--- config.mk ---
export PLATFORM = sky130hd
export DESIGN_NAME = tv_channel_lock_sweep
export DESIGN_NICKNAME = d
export VERILOG_FILES = /design/src/hw/rtl/tcls_pkg.sv /design/src/hw/rtl/tv_channel_lock_sweep.sv /design/src/hw/rtl/tcls_cfg.sv /design/src/hw/rtl/tcls_core.sv
export SDC_FILE = /design/constraint.sdc
export NUM_CORES = 1
export LEC_CHECK = 0
export CAP_MARGIN = 15
export CORE_UTILIZATION = 30
export CTS_BUF_LIST = sky130_fd_sc_hd__clkbuf_8
export CTS_CLUSTER_SIZE = 8
export DETAILED_ROUTE_END_ITERATION = 16
export DONT_BUFFER_PORTS = 1
export GPL_TIMING_DRIVEN = 0
export HOLD_SLACK_MARGIN = 0.06
export PLACE_DENSITY_LB_ADDON = 0.08
export SLEW_MARGIN = 20
export SYNTH_ARGS = -nofsm -noshare
export SYNTH_HDL_FRONTEND = slang
export SYNTH_SLANG_ARGS = --single-unit
--- constraint.sdc ---
create_clock -name clk -period 5.5 [get_ports clk]
set_clock_uncertainty 0.2 [all_clocks]
set_input_delay 0 -clock clk [delete_from_list [all_inputs] [get_ports clk]]
set_output_delay 0 -clock clk [all_outputs]
set_load 0.1 [all_outputs]
--- src/hw/rtl/tcls_pkg.sv ---
package tcls_pkg;

  localparam int unsigned FIELD_W   = 16;
  localparam int unsigned CFG_AW    = 3;
  localparam int unsigned STOP_DIST = 300;

  // sweep phase
  localparam logic [1:0] PH_IDLE   = 2'd0;
  localparam logic [1:0] PH_SWEEP  = 2'd1;
  localparam logic [1:0] PH_VERIFY = 2'd2;

  // item modes
  localparam logic [1:0] MODE_START  = 2'd0;
  localparam logic [1:0] MODE_SAMPLE = 2'd1;
  localparam logic [1:0] MODE_ANSWER = 2'd2;

  // detect answers
  localparam logic [1:0] DET_NONE   = 2'd0;
  localparam logic [1:0] DET_SIGNAL = 2'd1;

  // result codes
  localparam logic [2:0] ST_TUNE     = 3'd0;
  localparam logic [2:0] ST_VERIFY   = 3'd1;
  localparam logic [2:0] ST_FOUND    = 3'd2;
  localparam logic [2:0] ST_NOTFOUND = 3'd3;
  localparam logic [2:0] ST_ABORTED  = 3'd4;
  localparam logic [2:0] ST_IGNORED  = 3'd5;

  // register indexes
  localparam logic REG_MIN = 1'b0;
  localparam logic REG_MAX = 1'b1;

  localparam logic [3:0] AFC_NIB_MASK = 4'hf;
  localparam logic [7:0] LOCK_MASK    = 8'h50;
  localparam logic [4:0] AFC_ALL      = 5'h1f;
  localparam logic [4:0] AFC_LOW_A    = 5'h1b;
  localparam logic [4:0] AFC_LOW_B    = 5'h1a;
  localparam logic [4:0] AFC_BELOW    = 5'h0a;
  localparam logic [4:0] AFC_ABOVE    = 5'h10;
  localparam logic [4:0] AFC_TOWARD   = 5'h01;
  localparam logic [4:0] AFC_AWAY     = 5'h02;
  localparam logic [4:0] AFC_CENTRE   = 5'h04;

  typedef struct packed {
    logic [1:0]         mode;
    logic [FIELD_W-1:0] start_freq;
    logic               search_up;
    logic [7:0]         pll_status;
    logic               stop_request;
    logic [1:0]         detect_result;
  } tcls_item_t;

  typedef struct packed {
    logic [2:0]         status_code;
    logic [FIELD_W-1:0] tune_freq;
    logic [FIELD_W-1:0] found_freq;
  } tcls_res_t;

  function automatic logic [7:0] sat_inc(input logic [7:0] v);
    return (v == 8'hff) ? v : v + 8'd1;
  endfunction

endpackage

--- src/hw/rtl/tv_channel_lock_sweep.sv ---
// flow: the input transfer loads the item register; the result then passes into the result
// register, which drives the outputs
// throughput: one item per cycle while out_stall is low; the step logic updates the sweep state once per item
// reset: synchronous active-low rst_n clears the valid bits of both stages, the sweep state (phase idle,
// words, flags and counters zero) and sets min_freq 0 and max_freq all ones
module tv_channel_lock_sweep #(
  parameter int FREQ_BITS = 16
) (
  input  logic                          clk,
  input  logic                          rst_n,
  input  logic                          in_valid,
  output logic                          in_stall,
  input  logic [1:0]                    in_mode,
  input  logic [tcls_pkg::FIELD_W-1:0]  in_start_freq,
  input  logic                          in_search_up,
  input  logic [7:0]                    in_pll_status,
  input  logic                          in_stop_request,
  input  logic [1:0]                    in_detect_result,
  output logic                          out_valid,
  input  logic                          out_stall,
  output logic [2:0]                    out_status_code,
  output logic [tcls_pkg::FIELD_W-1:0]  out_tune_freq,
  output logic [tcls_pkg::FIELD_W-1:0]  out_found_freq,
  input  logic                          psel,
  input  logic                          penable,
  input  logic                          pwrite,
  input  logic [tcls_pkg::CFG_AW-1:0]   paddr,
  input  logic [31:0]                   pwdata,
  output logic [31:0]                   prdata,
  output logic                          pready
);
  import tcls_pkg::*;

  logic                 s1_v_r, s1_v_nxt;
  tcls_item_t           item_r;
  logic                 out_v_r, out_v_nxt;
  tcls_res_t            res_r;
  tcls_res_t            res;
  logic                 out_free;
  logic                 s1_fire;
  logic                 in_acc;
  logic [FREQ_BITS-1:0] min_freq, max_freq;

  tcls_cfg #(.FREQ_BITS(FREQ_BITS)) u_cfg (
    .clk      (clk),
    .rst_n    (rst_n),
    .psel     (psel),
    .penable  (penable),
    .pwrite   (pwrite),
    .paddr    (paddr),
    .pwdata   (pwdata),
    .prdata   (prdata),
    .pready   (pready),
    .min_freq (min_freq),
    .max_freq (max_freq)
  );

  tcls_core #(.FREQ_BITS(FREQ_BITS)) u_core (
    .clk      (clk),
    .rst_n    (rst_n),
    .fire     (s1_fire),
    .item     (item_r),
    .min_freq (min_freq),
    .max_freq (max_freq),
    .res      (res)
  );

  assign out_free = !out_v_r || !out_stall;
  assign s1_fire  = s1_v_r && out_free;
  assign in_stall = s1_v_r && !out_free;
  assign in_acc   = in_valid && !in_stall;

  assign s1_v_nxt  = in_acc || (s1_v_r && !out_free);
  assign out_v_nxt = out_free ? s1_fire : 1'b1;

  always_ff @(posedge clk) begin
    if (!rst_n) begin
      s1_v_r  <= 1'b0;
      out_v_r <= 1'b0;
    end else begin
      s1_v_r  <= s1_v_nxt;
      out_v_r <= out_v_nxt;
    end
  end

  always_ff @(posedge clk) begin
    if (in_acc) begin
      item_r.mode          <= in_mode;
      item_r.start_freq    <= in_start_freq;
      item_r.search_up     <= in_search_up;
      item_r.pll_status    <= in_pll_status;
      item_r.stop_request  <= in_stop_request;
      item_r.detect_result <= in_detect_result;
    end
    if (s1_fire) res_r <= res;
  end

  assign out_valid       = out_v_r;
  assign out_status_code = res_r.status_code;
  assign out_tune_freq   = res_r.tune_freq;
  assign out_found_freq  = res_r.found_freq;

  a_fire_gives_result: assert property (@(posedge clk) disable iff (!rst_n)
    s1_fire |=> out_valid)
    else $error("processed item did not reach the result register");

  a_stall_needs_item: assert property (@(posedge clk) disable iff (!rst_n)
    in_stall |-> s1_v_r)
    else $error("input stalled with an empty item register");

  a_found_matches_tune: assert property (@(posedge clk) disable iff (!rst_n)
    (out_valid && out_status_code == ST_FOUND) |-> (out_found_freq == out_tune_freq))
    else $error("found word differs from tuned word");

  a_found_zero: assert property (@(posedge clk) disable iff (!rst_n)
    (out_valid && out_status_code != ST_FOUND) |-> (out_found_freq == '0))
    else $error("found word set on a result that is not found");

  a_no_pass_through: assert property (@(posedge clk) disable iff (!rst_n)
    (out_valid && out_stall) |=> !s1_fire || !out_stall || !$past(out_stall))
    else $error("result register overwritten while held");

endmodule

--- src/hw/rtl/tcls_cfg.sv ---
module tcls_cfg #(
  parameter int FREQ_BITS = 16
) (
  input  logic                        clk,
  input  logic                        rst_n,
  input  logic                        psel,
  input  logic                        penable,
  input  logic                        pwrite,
  input  logic [tcls_pkg::CFG_AW-1:0] paddr,
  input  logic [31:0]                 pwdata,
  output logic [31:0]                 prdata,
  output logic                        pready,
  output logic [FREQ_BITS-1:0]        min_freq,
  output logic [FREQ_BITS-1:0]        max_freq
);
  import tcls_pkg::*;

  logic [FREQ_BITS-1:0] min_r, max_r;
  logic                 wr_en;
  logic                 idx;

  assign pready = 1'b1;
  assign wr_en  = psel && penable && pwrite && pready;
  assign idx    = paddr[2];

  always_ff @(posedge clk) begin
    if (!rst_n) begin
      min_r <= '0;
      max_r <= '1;
    end else if (wr_en) begin
      if (idx == REG_MIN) min_r <= pwdata[FREQ_BITS-1:0];
      else                max_r <= pwdata[FREQ_BITS-1:0];
    end
  end

  always_comb begin
    if (idx == REG_MIN) prdata = 32'(min_r);
    else                prdata = 32'(max_r);
  end

  assign min_freq = min_r;
  assign max_freq = max_r;

endmodule

--- src/hw/rtl/tcls_core.sv ---
module tcls_core #(
  parameter int FREQ_BITS = 16
) (
  input  logic                 clk,
  input  logic                 rst_n,
  input  logic                 fire,
  input  tcls_pkg::tcls_item_t item,
  input  logic [FREQ_BITS-1:0] min_freq,
  input  logic [FREQ_BITS-1:0] max_freq,
  output tcls_pkg::tcls_res_t  res
);
  import tcls_pkg::*;

  logic [1:0]           phase_r, phase_nxt;
  logic [FREQ_BITS-1:0] cur_r, cur_nxt;
  logic [FREQ_BITS-1:0] base_r, base_nxt;
  logic                 dir_r, dir_nxt;
  logic [4:0]           afc_r, afc_nxt;
  logic [7:0]           hits_r, hits_nxt;
  logic [7:0]           run_r, run_nxt;
  logic [FREQ_BITS-1:0] cand_r, cand_nxt;

  logic [3:0]           nib;
  logic                 far;
  logic                 at_lim;
  logic [FREQ_BITS-1:0] step_freq;
  logic [4:0]           afc_d;
  logic [7:0]           hits_d;
  logic [7:0]           run_d;
  logic [FREQ_BITS-1:0] cand_d;
  logic                 locked;
  logic                 hit_ok;
  logic                 do_adv;

  assign nib       = item.pll_status[3:0] & AFC_NIB_MASK;
  assign at_lim    = dir_r ? (cur_r >= max_freq) : (cur_r <= min_freq);
  assign step_freq = dir_r ? cur_r + FREQ_BITS'(1) : cur_r - FREQ_BITS'(1);
  assign locked    = (item.pll_status & LOCK_MASK) == LOCK_MASK;

  always_comb begin
    if (dir_r)
      far = (cur_r > base_r) && ((cur_r - base_r) > FREQ_BITS'(STOP_DIST));
    else
      far = (cur_r < base_r) && ((base_r - cur_r) > FREQ_BITS'(STOP_DIST));
  end

  // afc decode and counter update for a status sample
  always_comb begin
    afc_d  = afc_r;
    hits_d = hits_r;
    cand_d = cand_r;
    if (nib == 4'd7 || nib == 4'd8) begin
      if ((nib == 4'd7) == dir_r) begin
        afc_d = AFC_TOWARD;
      end else begin
        hits_d = sat_inc(hits_r);
        afc_d  = afc_r | AFC_AWAY;
      end
    end else if (nib inside {[4'd1:4'd6]}) begin
      afc_d = afc_r | AFC_BELOW;
    end else if (nib inside {[4'd9:4'd14]}) begin
      afc_d = afc_r | AFC_ABOVE;
    end else begin
      afc_d  = afc_r | AFC_CENTRE;
      cand_d = cur_r;
    end
    if (afc_d == AFC_LOW_A || afc_d == AFC_LOW_B) begin
      run_d = sat_inc(run_r);
      if (cand_d == '0) cand_d = cur_r;
    end else begin
      run_d = 8'd0;
    end
    hit_ok = dir_r ? (hits_d > 8'd3) : (hits_d > 8'd0);
  end

  always_comb begin
    phase_nxt = phase_r;
    cur_nxt   = cur_r;
    base_nxt  = base_r;
    dir_nxt   = dir_r;
    afc_nxt   = afc_r;
    hits_nxt  = hits_r;
    run_nxt   = run_r;
    cand_nxt  = cand_r;
    do_adv    = 1'b0;
    res.status_code = ST_IGNORED;
    res.tune_freq   = FIELD_W'(cur_r);
    res.found_freq  = '0;

    case (item.mode)
      MODE_START: begin
        cur_nxt   = item.start_freq[FREQ_BITS-1:0];
        base_nxt  = item.start_freq[FREQ_BITS-1:0];
        dir_nxt   = item.search_up;
        afc_nxt   = '0;
        hits_nxt  = '0;
        run_nxt   = '0;
        cand_nxt  = '0;
        phase_nxt = PH_SWEEP;
        res.status_code = ST_TUNE;
        res.tune_freq   = FIELD_W'(item.start_freq[FREQ_BITS-1:0]);
      end
      MODE_SAMPLE: begin
        if (phase_r == PH_SWEEP) begin
          if (far && item.stop_request) begin
            phase_nxt = PH_IDLE;
            res.status_code = ST_ABORTED;
          end else begin
            afc_nxt  = afc_d;
            hits_nxt = hits_d;
            run_nxt  = run_d;
            cand_nxt = cand_d;
            if (!locked) begin
              afc_nxt  = '0;
              hits_nxt = '0;
              do_adv   = 1'b1;
            end else if ((afc_d == AFC_ALL || run_d > 8'd4) && hit_ok) begin
              phase_nxt = PH_VERIFY;
              res.status_code = ST_VERIFY;
              res.tune_freq   = FIELD_W'(cand_d);
            end else begin
              do_adv = 1'b1;
            end
          end
        end
      end
      MODE_ANSWER: begin
        if (phase_r == PH_VERIFY) begin
          if (item.detect_result == DET_SIGNAL) begin
            phase_nxt = PH_IDLE;
            res.status_code = ST_FOUND;
            res.tune_freq   = FIELD_W'(cand_r);
            res.found_freq  = FIELD_W'(cand_r);
          end else begin
            if (item.detect_result == DET_NONE) begin
              run_nxt  = '0;
              afc_nxt  = '0;
              hits_nxt = '0;
            end
            cand_nxt  = '0;
            phase_nxt = PH_SWEEP;
            do_adv    = 1'b1;
          end
        end
      end
      default: begin
        phase_nxt = phase_r;
      end
    endcase

    // limit check comes before the step so the word never wraps
    if (do_adv) begin
      if (at_lim) begin
        phase_nxt = PH_IDLE;
        res.status_code = ST_NOTFOUND;
        res.tune_freq   = FIELD_W'(cur_r);
      end else begin
        cur_nxt = step_freq;
        res.status_code = ST_TUNE;
        res.tune_freq   = FIELD_W'(step_freq);
      end
    end
  end

  always_ff @(posedge clk) begin
    if (!rst_n) begin
      phase_r <= PH_IDLE;
      cur_r   <= '0;
      base_r  <= '0;
      dir_r   <= 1'b0;
      afc_r   <= '0;
      hits_r  <= '0;
      run_r   <= '0;
      cand_r  <= '0;
    end else if (fire) begin
      phase_r <= phase_nxt;
      cur_r   <= cur_nxt;
      base_r  <= base_nxt;
      dir_r   <= dir_nxt;
      afc_r   <= afc_nxt;
      hits_r  <= hits_nxt;
      run_r   <= run_nxt;
      cand_r  <= cand_nxt;
    end
  end

endmodule

==> impl_metrics.toml, run 1 <==
[timing]
clock.fmax_mhz = 185
setup_tns_ns = 0
min_period_ns = 5.42
hold_viol = 0
setup_violations = 0
worst_slew_pin_slew_ns = 1.17
rsz0062_at_grt = "false"
min_period_over_period = 0.985
drv_slew = 0
worst_slew_margin_rel = 0.222
fin_ws_ns = 0.0821

[route]
finalWirelength_mm = 39.3
dr.first_iter.drc_count = 673
antenna_left = 0
routed_via_density = 5.24
vias = 10200
drtPass1Iterations = 5
wl_met1_mm = 18.3
route.met2.wl_mm = 17.9
wire_per_inst_um = 20.2
dr_wl_met3_mm = 1.91
drc = 0
routed.top_layer = "met4"

[global_route]
grt_pass1_vias = 9853
antenna_found_initial = 0
grt_overflow_total = 0
grt_pass1_wl_mm = 59.7
grt_max_degree = 29
gr-usage-all-layers = 0.209

[synth]
synth_flop_cell = "dfxtp_1"
async_reset_ff_frac = 0
netlist_area_mm2 = 0.0111
synth-seq-cells = 169
synth_cell_types = 92
synth_edf_count = 63
synth_top_cell_area_share = 0.191
syn_avg_cell_area_um2 = 8.44
yosysTopAreaCell = "dfxtp_1"
ys_top_cells_by_area = "dfxtp_1, edfxtp_1, ha_1"
synthTopCellsByCount = "nand2_1, a21oi_1, dfxtp_1, inv_1, ha_1"
yosys_warnings = 0
synthCells = 1313
ys_seq_area_frac = 0.362
yosysMostFrequentCell = "nand2_1"

[placement]
pre_cts_slack_ns = -0.336
gp_congestion = 0.871
io_buffers = 0
hpwl_mm = 29.7

[floorplanning]
die_area_mm2 = 0.0377
core_area_mm2 = 0.0365
start_util = 0.303
die_x_um = 194
die_h_um = 194
placementRows = 70
ios = 142

[setup_path]
worst-setup-path-type = "register to register"
crit_start = "u_core.cur_r[0]"
critPathMaxFanout = 8
path_depth = 16
worst-r2r-cell-count = 16
max_stage_delay_ns = 0.55
startpoint_type = "register"
r2r-start = "u_core.cur_r[0]"
cp.required_ns = 5.53
end_kind = "register"
crit_arrival_ns = 5.44
critPathCapture = "out_tune_freq[10]"
path_cells = "inv_1 > ha_1 > fa_1 > nand2b_1 > a21oi_2 > nand3b_1 > nand3_1 > a211o_1 > a2111oi_2 > a31oi_2 > nor3_4 > and2_1 > buf_2 > mux2i_1 > nor4_1 > o311ai_1"
path_buf_inv = 2
rrSetupSlack_ns = 0.08
crit_family = "compound AO/OA/AOI/OAI gates"
r2r-end = "out_tune_freq[10]"
critPathSlowestCell = "o311ai_1"

[job]
drv_cap = 0

[layout]
num_antenna_cells = 0
drive_above_1_share = 0.0831
multi_input_area_mm2 = 0.00646
seq_area_mm2 = 0.00402
fillers = 3804
nNetsFinal = 1624
syn_to_final_growth_pct = 21.1

[clocking]
numCtsBuffers = 17
cts_sinks = 169
tritoncts = "yes"
cts_setup_buffers = 0
clk_pin_slew_ns = 0.10
cts_root_buf = "clkbuf_8"
clk_path_buf_depth = 2
clock_latency_ns = 0.50
htreeDepth = 4

[power_and_ir_drop]
power.total_w = 0.00316
switching_share = 0.370
leakage_nw = 5.40
power_frac_comb = 0.241
power.density_mw_per_mm2 = 235
power.internal_w = 0.00199
ir_drop_v = 0.000210
p_switching_w = 0.00117
pwr-share-seq = 0.467
power.share.clock = 0.292

[min_path]
hold_class = "input port to register"

[run_status]
status = "finished, final reports clean"
layer usage:
layer,vias to the layer above,GRT usage
met5,-,0
met4,0,0.0788
met3,54,0.0419
met2,273,0.340
met1,4835,0.273
li1,5040,-
worst min path at each step:
stage	endpoint	depth (start not counted)	slack [ns]	start
after floorplan	item_r[0]	0	-0.10	in_detect_result[0]
after global placement	item_r[9]	0	-0.10	in_pll_status[6]
after detailed placement	item_r[9]	0	-0.10	in_pll_status[6]
after CTS	u_cfg.max_freq[11]	5	0.16	paddr[2]
after global routing	u_cfg.max_freq[8]	5	0.23	paddr[2]
final	u_cfg.max_freq[2]	6	0.20	paddr[2]
worst reg2reg max path, cell delays in order (launching register included):
cell and delay, ns:
dfxtp_2 0.50, inv_1 0.24, ha_1 0.27, fa_1 0.41, nand2b_1 0.21, a21oi_2 0.29
nand3b_1 0.16, nand3_1 0.08, a211o_1 0.28, a2111oi_2 0.40, a31oi_2 0.28, nor3_4 0.44
and2_1 0.18, buf_2 0.24, mux2i_1 0.32, nor4_1 0.08, o311ai_1 0.55
through the flow:
| stage | hold WS (ns) | cell area [um^2] | instances | util |
|---|---|---|---|---|
| finish | 0.202 | 13400 | 1948 | 0.367 |
| global route | 0.228 | 13400 | 1948 | 0.367 |
| CTS | 0.160 | 13400 | 1948 | 0.367 |
| detailed placement | -0.101 | 11800 | 1798 | 0.324 |
| global placement | -0.101 | 11700 | 1796 | 0.321 |
| floorplan | -0.101 | 11100 | 1328 | - |
area by class of cell:
type                       instances  area share
timing repair buffer             120      0.0915
sequential                       169       0.299
buffer                            81      0.0304
clock buffer                      18      0.0185
tap                              468      0.0436
inverter                          90      0.0252
clock inverter                    14      0.0102
multi-input combinational        988       0.481
power by group through the flow:
stage               Clock, W  Sequential [W]  Combinational (W)
floorplan                  0         0.00147           0.000529
global placement           0         0.00151           0.000681
detailed placement         0         0.00150           0.000692
CTS                 0.000950         0.00148           0.000756
global route        0.000995         0.00148           0.000827
finish              0.000920         0.00147           0.000762
cell families (layout without fill, tap and decap cells):
kind of cell | after synthesis | after routing | synth area share
and+or+nand+nor | 420 | 420 | 0.179
muxes | 22 | 22 | 0.0204
AOI/OAI and AO/OA | 413 | 413 | 0.248
buffers and inverters | 171 | 323 | 0.0672
other | 2 | 17 | 0.000678
adders and majority gates | 85 | 85 | 0.0973
xor gates and xnor gates | 31 | 31 | 0.0245
DFF | 169 | 169 | 0.362
sequential cells by signal, indices dropped and copies added (netlist names):
| signal | count |
|---|---|
| item_r | 28 |
| out_found_freq | 16 |
| out_tune_freq | 16 |
| u_cfg.max_freq | 16 |
| u_cfg.min_freq | 16 |
| u_core.base_r | 16 |
| u_core.cand_r | 16 |
| u_core.cur_r | 16 |
| u_core.hits_r | 8 |
| u_core.run_r | 8 |
| u_core.afc_r | 5 |
| out_status_code | 3 |
| u_core.phase_r | 2 |
| out_valid | 1 |
| s1_v_r | 1 |
| u_core.dir_r | 1 |
layout by cell type, fill, tap and decap left out, drive strengths merged, types with 17 or more instances in the layout:
| master | Yosys | routed |
|---|---|---|
| o211ai | 27 | 27 |
| inv | 89 | 97 |
| dfxtp | 106 | 106 |
| and2 | 20 | 20 |
| ha | 83 | 83 |
| buf | 42 | 44 |
| a21o | 18 | 18 |
| nand2 | 170 | 170 |
| clkbuf | 39 | 57 |
| mux2i | 17 | 17 |
| nor2 | 83 | 83 |
| conb | 2 | 17 |
| xnor2 | 22 | 22 |
| o21ai | 79 | 79 |
| nand3 | 30 | 30 |
| nor3 | 22 | 22 |
| a21oi | 132 | 132 |
| dlygate4sd3 | 0 | 118 |
| edfxtp | 63 | 63 |
| nand2b | 27 | 27 |
repair_timing:
action                                  4_1_cts  5_1_grt
hold endpoints to repair                    104        0
hold buffers                                118        0
gates resized for setup                       3        4
endpoints found under the setup margin       32       41
Note: power is estimated with default switching activity, not from simulation.
==> run 2: changes to the inputs <==
CORE_UTILIZATION = 60   (was 30)
==> impl_metrics.toml, run 2 (synthesis results as in run 1) <==
[setup_path]
critPathSlowestCell = "dfxtp_2"
critPathMaxFanout = 10
end_kind = "register"
startpoint_type = "register"
worst-setup-path-type = "register to register"
path_cells = "inv_1 > ha_1 > fa_1 > nand2b_1 > a21oi_2 > nand3b_1 > nand3_1 > a211o_1 > a2111oi_2 > a31oi_1 > nor3_4 > a21oi_1 > nor2_4 > buf_4 > nand2_1 > o311ai_1"
max_stage_delay_ns = 0.49
cp.required_ns = 5.53
crit_arrival_ns = 5.31

[global_route]
gr-usage-all-layers = 0.382
grt_pass1_wl_mm = 54.9
grt_overflow_total = 0
grt_pass1_vias = 10100
antenna_found_initial = 2
grt_max_degree = 31

[placement]
dp.cells = 1559
io_buffers = 0
gp_congestion = 0.978
hpwl_mm = 24.5
pre_cts_slack_ns = -0.0149

[floorplanning]
placementRows = 49
core_area_mm2 = 0.0180
die_area_mm2 = 0.0190
die_h_um = 138
die_x_um = 138
start_util = 0.615
ios = 142

[timing]
clock.fmax_mhz = 190
min_period_ns = 5.28
setup_violations = 0
drv_slew = 0
worst_slew_pin_slew_ns = 1.15
min_period_over_period = 0.959
hold_viol = 0
worst_slew_margin_rel = 0.232
rsz0062_at_grt = "false"
fin_ws_ns = 0.223

[route]
routed_via_density = 6.38
drc = 0
dr.first_iter.drc_count = 1259
vias = 10900
wire_per_inst_um = 20.7
drtPass1Iterations = 7
antenna_left = 0
finalWirelength_mm = 35.3

[power_and_ir_drop]
power.total_w = 0.00310
power.density_mw_per_mm2 = 237
ir_drop_v = 0.000191
leakage_nw = 5.39

[clocking]
clock_latency_ns = 0.49
tritoncts = "yes"
cts_sinks = 169
clk_path_buf_depth = 2
cts_root_buf = "clkbuf_8"
htreeDepth = 4
cts_setup_buffers = 0
numCtsBuffers = 17
clk_pin_slew_ns = 0.11

[run_status]
status = "finished, final reports clean"

[layout]
nNetsFinal = 1625
layout_commonest_cell = "nand2_1"
fillers = 1358
multi_input_area_mm2 = 0.00646
final_cell_mix = "nand2_1, a21oi_1, dlygate4sd3_1"
drive_above_1_share = 0.0817
stdcell_count = 1711
seq_area_mm2 = 0.00402
largest_register_ff_count = 28
top_register = "item_r"
syn_to_final_growth_pct = 18.4

[job]
drv_cap = 0

[min_path]
hold_class = "register to register"
run 2: cell types whose count changed in the layout (fill, tap and decap cells not counted), sizes merged:
cell | before | now
dlygate4sd3 | 118 | 119
diode | 0 | 1
inv | 97 | 96
bufinv | 1 | 0
clkbuf | 57 | 56
clkinv | 3 | 6
run 2: metrics by stage:
step                       util  hold WS [ns]  setup TNS (ns)  instance area (um^2)
after floorplan               -        -0.101               0                 11100
after global placement    0.634        -0.101         -0.0534                 11400
after detailed placement  0.640        -0.101         -0.0211                 11500
after CTS                 0.727         0.262               0                 13100
after global routing      0.728         0.290               0                 13100
final                     0.728         0.265               0                 13100
run 2: where the power goes:
group / total (W) / switching (W) / internal [W] / leakage [nW]
clock network: 0.000877 / 0.000546 / 0.000330 / 0.183
registers: 0.00147 / 0.000132 / 0.00134 / 1.47
logic: 0.000756 / 0.000487 / 0.000269 / 3.74
run 2: critical path, delay by kind of cell, from the launching register on:
kind | cells | cell delay (ns)
compound gates | 6 | 1.81
fa+ha+maj | 2 | 0.67
buf+inv | 2 | 0.50
simple gates | 6 | 1.34
flops | 1 | 0.49
run 2: final cells by class:
class | count | area share
Antenna cell | 1 | 0.000191
Sequential cell | 169 | 0.306
Clock buffer | 17 | 0.0178
Clock inverter | 15 | 0.0107
Buffer | 81 | 0.0311
Inverter | 90 | 0.0258
Timing Repair Buffer | 121 | 0.0944
Tap cell | 229 | 0.0218
Multi-Input combinational cell | 988 | 0.492
run 2: final timing paths:
kind,from,to,slack (ns),cells after the start
setup / recovery,u_core.cur_r[0],out_tune_freq[6],0.22,16
hold / removal,u_core.base_r[15],u_core.base_r[15],0.27,2
setup reg to reg,u_core.cur_r[0],out_tune_freq[6],0.22,16
hold reg to reg,u_core.base_r[15],u_core.base_r[15],0.27,2
run 2: routing by layer:
metal  GRT usage  wire, um  share of wire  vias up
li1            -         -              -     5048
met1       0.488     14400           0.41     5141
met2       0.612     16200           0.46      620
met4       0.194      1520          0.043        0
met5           0         0              0        -
met3      0.0779      3250          0.092      114
run 2: timing repair:
item                                    4_1_cts  5_1_grt
resized for setup                             2        4
endpoints found under the hold margin       101        0
gates cloned                                  0        0
endpoints found under the setup margin        3       44
hold buffers                                119        0
